File: src/rtl/bqff_pkg.sv
// ----------------------------------------------------------------------------
// Biquad feedforward filter package
// Shared types and constants: coefficient set, register indexes, item kinds.
// ----------------------------------------------------------------------------
package bqff_pkg;

   localparam int COEF_WIDTH      = 32;
   localparam int CSR_INDEX_WIDTH = 3;

   // Register indexes on the csr port
   typedef enum logic [CSR_INDEX_WIDTH-1:0] {
      CSR_B0 = 3'd0,
      CSR_B1 = 3'd1,
      CSR_B2 = 3'd2,
      CSR_A1 = 3'd3,
      CSR_A2 = 3'd4
   } csr_index_type;

   // Item kind carried on req_tuser
   typedef enum logic {
      KIND_SAMPLE = 1'b0,
      KIND_CLEAR  = 1'b1
   } kind_type;

   // Normalized coefficients, signed, COEF_FRAC_BITS fraction bits
   typedef struct packed {
      logic signed [COEF_WIDTH-1:0] b0;
      logic signed [COEF_WIDTH-1:0] b1;
      logic signed [COEF_WIDTH-1:0] b2;
      logic signed [COEF_WIDTH-1:0] a1;
      logic signed [COEF_WIDTH-1:0] a2;
   } coef_set_type;

   // Control of one pipeline stage handed to the next
   typedef struct packed {
      logic valid;
      logic clear;
   } stage_ctl_type;

endpackage

File: src/rtl/bqff_regs.sv
// ----------------------------------------------------------------------------
// Biquad coefficient registers
// Five write-only coefficient registers; b0 resets to unity gain.
// ----------------------------------------------------------------------------
module bqff_regs #(
   parameter int COEF_FRAC_BITS = 24
) (
   input  logic                                      clock,
   input  logic                                      reset,
   input  logic                                      csr_wr_en,
   input  logic [bqff_pkg::CSR_INDEX_WIDTH-1:0]      csr_index,
   input  logic [bqff_pkg::COEF_WIDTH-1:0]           csr_wdata,
   output bqff_pkg::coef_set_type                    coef
);
   import bqff_pkg::*;

   localparam logic [COEF_WIDTH-1:0] B0_RESET =
      {{(COEF_WIDTH-COEF_FRAC_BITS-1){1'b0}}, 1'b1, {COEF_FRAC_BITS{1'b0}}};

   coef_set_type coef_ff;
   coef_set_type coef_in;

   always_comb begin
      coef_in = coef_ff;
      if (csr_wr_en) begin
         unique case (csr_index)
            CSR_B0:  coef_in.b0 = csr_wdata;
            CSR_B1:  coef_in.b1 = csr_wdata;
            CSR_B2:  coef_in.b2 = csr_wdata;
            CSR_A1:  coef_in.a1 = csr_wdata;
            CSR_A2:  coef_in.a2 = csr_wdata;
            default: coef_in = coef_ff;   // drop writes beyond the list
         endcase
      end
   end

   always_ff @(posedge clock) begin
      if (reset) begin
         coef_ff.b0 <= B0_RESET;
         coef_ff.b1 <= '0;
         coef_ff.b2 <= '0;
         coef_ff.a1 <= '0;
         coef_ff.a2 <= '0;
      end else begin
         coef_ff <= coef_in;
      end
   end

   assign coef = coef_ff;

endmodule

File: config.mk
export PLATFORM = sky130hd
export DESIGN_NAME = bqff_regs
export DESIGN_NICKNAME = d
export VERILOG_FILES = /design/src/rtl/bqff_pkg.sv /design/src/rtl/bqff_regs.sv
export SDC_FILE = /design/constraint.sdc
export NUM_CORES = 1
export LEC_CHECK = 0
export BUFFER_PORTS_ARGS = -buffer_cell sky130_fd_sc_hd__buf_4
export CAP_MARGIN = 0
export CORE_UTILIZATION = 55
export DETAILED_ROUTE_END_ITERATION = 8
export HOLD_SLACK_MARGIN = 0.1
export PLACE_DENSITY = 0.91
export SYNTH_ARGS = -nofsm -noshare
export SYNTH_HDL_FRONTEND = slang
export SYNTH_SLANG_ARGS = --single-unit
File: constraint.sdc
create_clock -name clock -period 3.48 [get_ports clock]
set_clock_uncertainty 0.15 [all_clocks]
set_input_delay 0.348 -clock clock [delete_from_list [all_inputs] [get_ports clock]]
set_output_delay 0.348 -clock clock [all_outputs]
set_load 0.05 [all_outputs]
==> results of run 1 <==
==> synthesized netlist by cell type <==
cell type  count
nor4b_4        1
dfxtp_1      160
nand4b_1       1
buf_4          7
buf_6          3
or4b_1         1
clkbuf_1      22
buf_2          7
nand4bb_1      3
nor4bb_1       1
nor2_1         2
nand2b_1     191
mux2i_1      160
==> cell families after synthesis <==
family / count (synthesis) / synth area share (%)
buffers and inverters: 39 / 3.24
muxes: 160 / 25.4
DFF: 160 / 50.9
and+or+nand+nor: 200 / 20.5
==> timing repair <==
action,CTS,global route
hold buffers,1,0
endpoints found under the hold margin,1,0
gates resized for setup,0,0
==> worst min path at each step <==
stage,start,end,slack (ns),depth (start not counted)
final,csr_wdata[12],coef[12],0.14,3
after global routing,csr_wdata[17],coef[81],0.15,3
after CTS,csr_wdata[12],coef[12],0.13,3
after detailed placement,coef[139],coef[139],0.31,2
after global placement,coef[128],coef[128],0.31,2
after floorplan,csr_wdata[24],coef[152],0.37,2
==> cell type report <==
cell class / instances / area (um^2) / area share (%)
repair buffers: 203 / 1540 / 18.2
well taps: 140 / 175 / 2.07
clock buffers: 20 / 457 / 5.39
multi-input cells: 360 / 2930 / 34.7
flip-flops and latches: 160 / 3200 / 37.8
clock inverters: 12 / 159 / 1.88
==> worst max-delay path, stage by stage <==
cell and delay (ns):
buf_4 0.15, nand4bb_2 0.97, mux2i_1 0.46
==> metrics by stage <==
step                      area (um^2)  setup WS, ns  cells  hold WS [ns]
final                            8470          1.69    895         0.136
after global placement           7840          1.40    862         0.309
after global routing             8470          1.59    895         0.154
after detailed placement         7840          1.29    862         0.313
after floorplan                  6300          2.07    559         0.365
after CTS                        8470          1.70    895         0.133
==> routing by layer <==
layer / global-route usage (%) / wire, um / up-vias
met5: 0 / 0 / -
met4: 8.88 / 138 / 0
met3: 9.56 / 1130 / 10
met2: 43.1 / 7420 / 153
met1: 31.5 / 6630 / 2198
li1: - / - / 2217
==> power by group through the flow <==
stage | logic, W | clock network [W] | registers (W)
floorplan | 0.000148 | 0 | 0.00207
global placement | 0.000418 | 0 | 0.00193
detailed placement | 0.000425 | 0 | 0.00194
CTS | 0.000429 | 0.00194 | 0.00190
global route | 0.000449 | 0.00203 | 0.00190
finish | 0.000428 | 0.00192 | 0.00190
==> out/summary.txt, run 1 <==
status: finished clean
peak supply drop: 0.267 mV
H-tree Lvls: 4
Routed Wire Length: 15300 um
post-CTS setup buffers: 0
CTS buffer count: 17
residual DRC count: 0
Inserted Diodes: 0
wire per inst: 17.1 um
number of cells on the worst reg-to-reg path: 2
Synth Instances: 559
DRT Pass-1 Iters: 4
GPL Wtd Cong: 0.823
crit-path max FO: 22
LEAKAGE: 4.27 nW
vias in the first global route: 4538
Power Density: 501 nW/um^2
Final nets: 780
die area: 11900 um^2
final hold viol count: 0
Initial Utilization: 57.3%
Slew HR: 27.3%
Vias/cell: 5.12
CTS tree: built
Tmin final: 1.79 ns
antenna violations before repair: 0
Post-Syn Area: 6300 um^2
max-slew violations: 0
fill cell count: 735
core footprint: 11000 um^2
clock latency on the worst-skew pair: 0.41 ns
number of max-cap violations: 0
final worst path period share: 51.4%
fin util: 77.1%
Crit. Startpoint: csr_index[2]
layout cells sized above 1: 31.5%
CP endpoint kind: register
most common cell after layout, fill and taps aside: buf_4
Worst-Margin Slew: 1.09 ns
max FFs per register: 160
Mapped Nets: 597
Setup CP Type: in2reg
DPL Wire Length: 9960 um
1st-iter DRT viols: 221
GRT overflow: 0
Root Driver: clkbuf_16
via count: 4578
Avg Inst Size Synth: 11.3 um^2
largest net degree at the start of global routing: 99
Syn-to-layout area delta: 34.5%
Yosys top cell by area: dfxtp_1
first-pass GRT wire length: 23500 um
Min-Delay Path Class: in2reg
Synth cell types: 13
startpoint types: primary input
Buffers on Ports: 197
Sw Pwr: 0.00104 W
WP data arrival: 1.96 ns
Clock Tree Buf Depth: 2
Comb pwr share: 10.1%
Core Rows: 38
Seq/Total Area, Yosys: 50.9%
RSZ-0062 raised after global routing: no
Tot GR Track Use: 26.2%
Fmax: 559 MHz
Pwr Total: 0.00424 W
Pint: 0.00321 W
warnings from Yosys: 0
DIE WIDTH: 109 um
Reg clk slew, reported paths: 0.07 ns
clock share of power: 45.2%
commonest cells after routing, fill and taps aside: 201 x buf_4, 191 x nand2b_1, 160 x mux2i_1, 160 x dfxtp_1, 17 x clkbuf_16
antenna-violating nets left: 0
Seq pwr share: 44.7%
endpoints failing setup: 0
FF-to-FF End: coef[9]
R2R Path Start: coef[9]
Yosys reg bits: 160
Crit path required time: 3.65 ns
Die H: 109 um
clk sinks: 160
area share of the largest cell type after synthesis: 50.9%
top post-synthesis cells by area: dfxtp_1 51%, mux2i_1 25%, nand2b_1 19%, clkbuf_1 1.3%, buf_4 0.83%
Sum Neg Setup Slack: 0 ns
Worst Setup EP: coef[101]
IO Pins: 198
sw frac: 24.4%
setup slack, reg-to-reg: 2.62 ns
Note: power is estimated with default switching activity, not from simulation.
==> run 2: changes to the inputs <==
--- a/config.mk
+++ b/config.mk
@@ -7,10 +7,10 @@
 export LEC_CHECK = 0
 export BUFFER_PORTS_ARGS = -buffer_cell sky130_fd_sc_hd__buf_4
 export CAP_MARGIN = 0
-export CORE_UTILIZATION = 55
+export CORE_UTILIZATION = 46
 export DETAILED_ROUTE_END_ITERATION = 8
 export HOLD_SLACK_MARGIN = 0.1
-export PLACE_DENSITY = 0.91
+export PLACE_DENSITY = 0.82
 export SYNTH_ARGS = -nofsm -noshare
 export SYNTH_HDL_FRONTEND = slang
 export SYNTH_SLANG_ARGS = --single-unit
==> constraint.sdc (replaced) <==
create_clock -name clock -period 1.5 [get_ports clock]
set_clock_uncertainty 0.15 [all_clocks]
set_input_delay 0.15 -clock clock [delete_from_list [all_inputs] [get_ports clock]]
set_output_delay 0.15 -clock clock [all_outputs]
set_load 0.05 [all_outputs]
==> out/summary.txt, run 2 (same netlist as run 1, synthesis figures left out) <==
status: finished clean
Min-Delay Path Class: in2reg
Tot GR Track Use: 22.9% (-3.3 points)
peak supply drop: 0.684 mV (+160%)
Core Rows: 42 (+11%)
startpoint types: register
antenna-violating nets left: 0 (unchanged)
Top delay family on crit path: flip-flops
GRT overflow: 0 (unchanged)
vias in the first global route: 4880 (+7.5%)
Clock Tree Buf Depth: 2 (unchanged)
layout cells sized above 1: 30.8% (-0.75 points)
sw frac: 24.6% (+0.20 points)
Setup CP Type: reg2out
1st-iter DRT viols: 260 (+18%)
largest net degree at the start of global routing: 94 (-5.1%)
Tmin final: 1.31 ns
commonest cells after routing, fill and taps aside: 202 x buf_4, 191 x nand2b_1, 160 x mux2i_1, 160 x dfxtp_1, 32 x dlygate4sd3_1
Cell Chain, Critical Path: buf_4
DRT Pass-1 Iters: 4 (unchanged)
via count: 4789 (+4.6%)
worst stage delay on the critical path: 0.38 ns (-0.59 ns)
clk sinks: 160 (unchanged)
WHS Endpoint: coef[86]
post-CTS sizing: 0 (unchanged)
Power Density: 1100 nW/um^2 (+120%)
die area: 14200 um^2 (+19%)
IO Pins: 198 (unchanged)
Worst path slowest cell: dfxtp_1
clock latency on the worst-skew pair: 0.42 ns (about the same)
Syn-to-layout area delta: 41.9%
most common cell after layout, fill and taps aside: buf_4
number of cells on the worst reg-to-reg path: 2 (unchanged)
endpoints failing setup: 0 (unchanged)
Worst Hold Launch: reset
GRT Max-Usage Layer: met2
crit-path max FO: 2 (-91%)
Die H: 119 um (+9.2%)
Buffers on Ports: 197 (unchanged)
Crit path required time: 1.20 ns (-2.45 ns)
final hold viol count: 0 (unchanged)
clock share of power: 44.1% (-1.1 points)
met2 usage: 38.3% (-4.8 points)
Final nets: 818 (+4.9%)
RSZ-0062 raised after global routing: no
Vias/cell: 4.94 (-3.4%)
Root Driver: clkbuf_16
final worst path period share: 87.4%
Fmax: 763 MHz
Slew HR: 73.7% (+46 points)
Inserted Diodes: 0 (unchanged)
Routed Wire Length: 16000 um (+4.5%)
worst hold stages: 4 (+1)
H-tree Lvls: 4 (unchanged)
WP data arrival: 1.01 ns (-0.95 ns)
FF-to-FF End: coef[18]
Reg clk slew, reported paths: 0.06 ns (about the same)
DPL Wire Length: 10700 um (+7.6%)
Crit path buffers/inverters: 1 (unchanged)
Initial Utilization: 47.4% (-10 points)
DIE WIDTH: 119 um (+9.2%)
CTS buffer count: 17 (unchanged)
Sum Neg Setup Slack: 0 ns (unchanged)
Sw Pwr: 0.00242 W (+130%)
CTS tree: built
max FFs per register: 160 (unchanged)
GRT met3 Usage: 6.18% (-3.4 points)
residual DRC count: 0 (unchanged)
fin util: 67.2% (-9.9 points)
LEAKAGE: 4.45 nW (+4.2%)
number of max-cap violations: 0 (unchanged)
Worst-Margin Slew: 0.395 ns (-0.696 ns)
wire per inst: 16.5 um (-3.5%)
antenna violations before repair: 0 (unchanged)
met1 GRT Util: 27.9% (-3.6 points)
GPL Wtd Cong: 0.793 (-3.6%)
Comb pwr share: 11.1% (+1.0 points)
Seq pwr share: 44.8% (about the same)
Pint: 0.00739 W (+130%)
setup slack, reg-to-reg: 0.70 ns (-1.92 ns)
first-pass GRT wire length: 25400 um (+7.9%)
R2R Path Start: coef[18]
CP endpoint kind: output pin
core footprint: 13300 um^2 (+21%)
max-slew violations: 0 (unchanged)
Pwr Total: 0.00981 W (+130%)
## run 2: through the flow
stage | hold slack [ns] | worst slack (ns) | instances | cell area (um^2)
after global routing | 0.145 | 0.162 | 969 | 8930
after CTS | 0.107 | 0.166 | 969 | 8930
final | 0.122 | 0.189 | 969 | 8930
after detailed placement | 0.312 | 0.0537 | 905 | 8010
after floorplan | 0.167 | 0.284 | 559 | 6300
after global placement | 0.265 | 0.0948 | 905 | 8010
## run 2: worst max-delay path by stage
stage                 startpoint   endpoint  slack [ns]  cells after the start
CTS                    coef[122]  coef[122]        0.17                      1
global route           coef[118]  coef[118]        0.16                      1
floorplan           csr_index[0]  coef[149]        0.28                      3
detailed placement  csr_index[0]  coef[153]        0.05                      4
finish                 coef[122]  coef[122]        0.19                      1
global placement    csr_index[0]  coef[153]        0.09                      4
## run 2: layout make-up
type                    count  area, um^2
multi-input cells         360        2930
repair buffers            241        1980
clock buffers              22         474
fillers                  1022        4360
well taps                 176         220
clock inverters            10         126
flip-flops and latches    160        3200
## run 2: metal layers
metal  wire, um  part of all wire (%)
met2       7850                    49
met5          0                     0
met3        984                   6.1
met4        208                   1.3
met1       6960                    43
## run 2: power groups by stage
stage	logic (W)	clock network [W]	registers, W
6_report	0.00109	0.00433	0.00440
5_1_grt	0.00114	0.00459	0.00441
4_1_cts	0.00109	0.00440	0.00440
3_5_place_dp	0.00101	0	0.00449
3_3_place_gp	0.000994	0	0.00449
2_1_floorplan	0.000343	0	0.00481
## run 2: timing repair
item	in CTS	in global routing
setup buffers	0	0
hold endpoints to repair	160	0
hold buffers	32	0
endpoints found under the setup margin	0	0
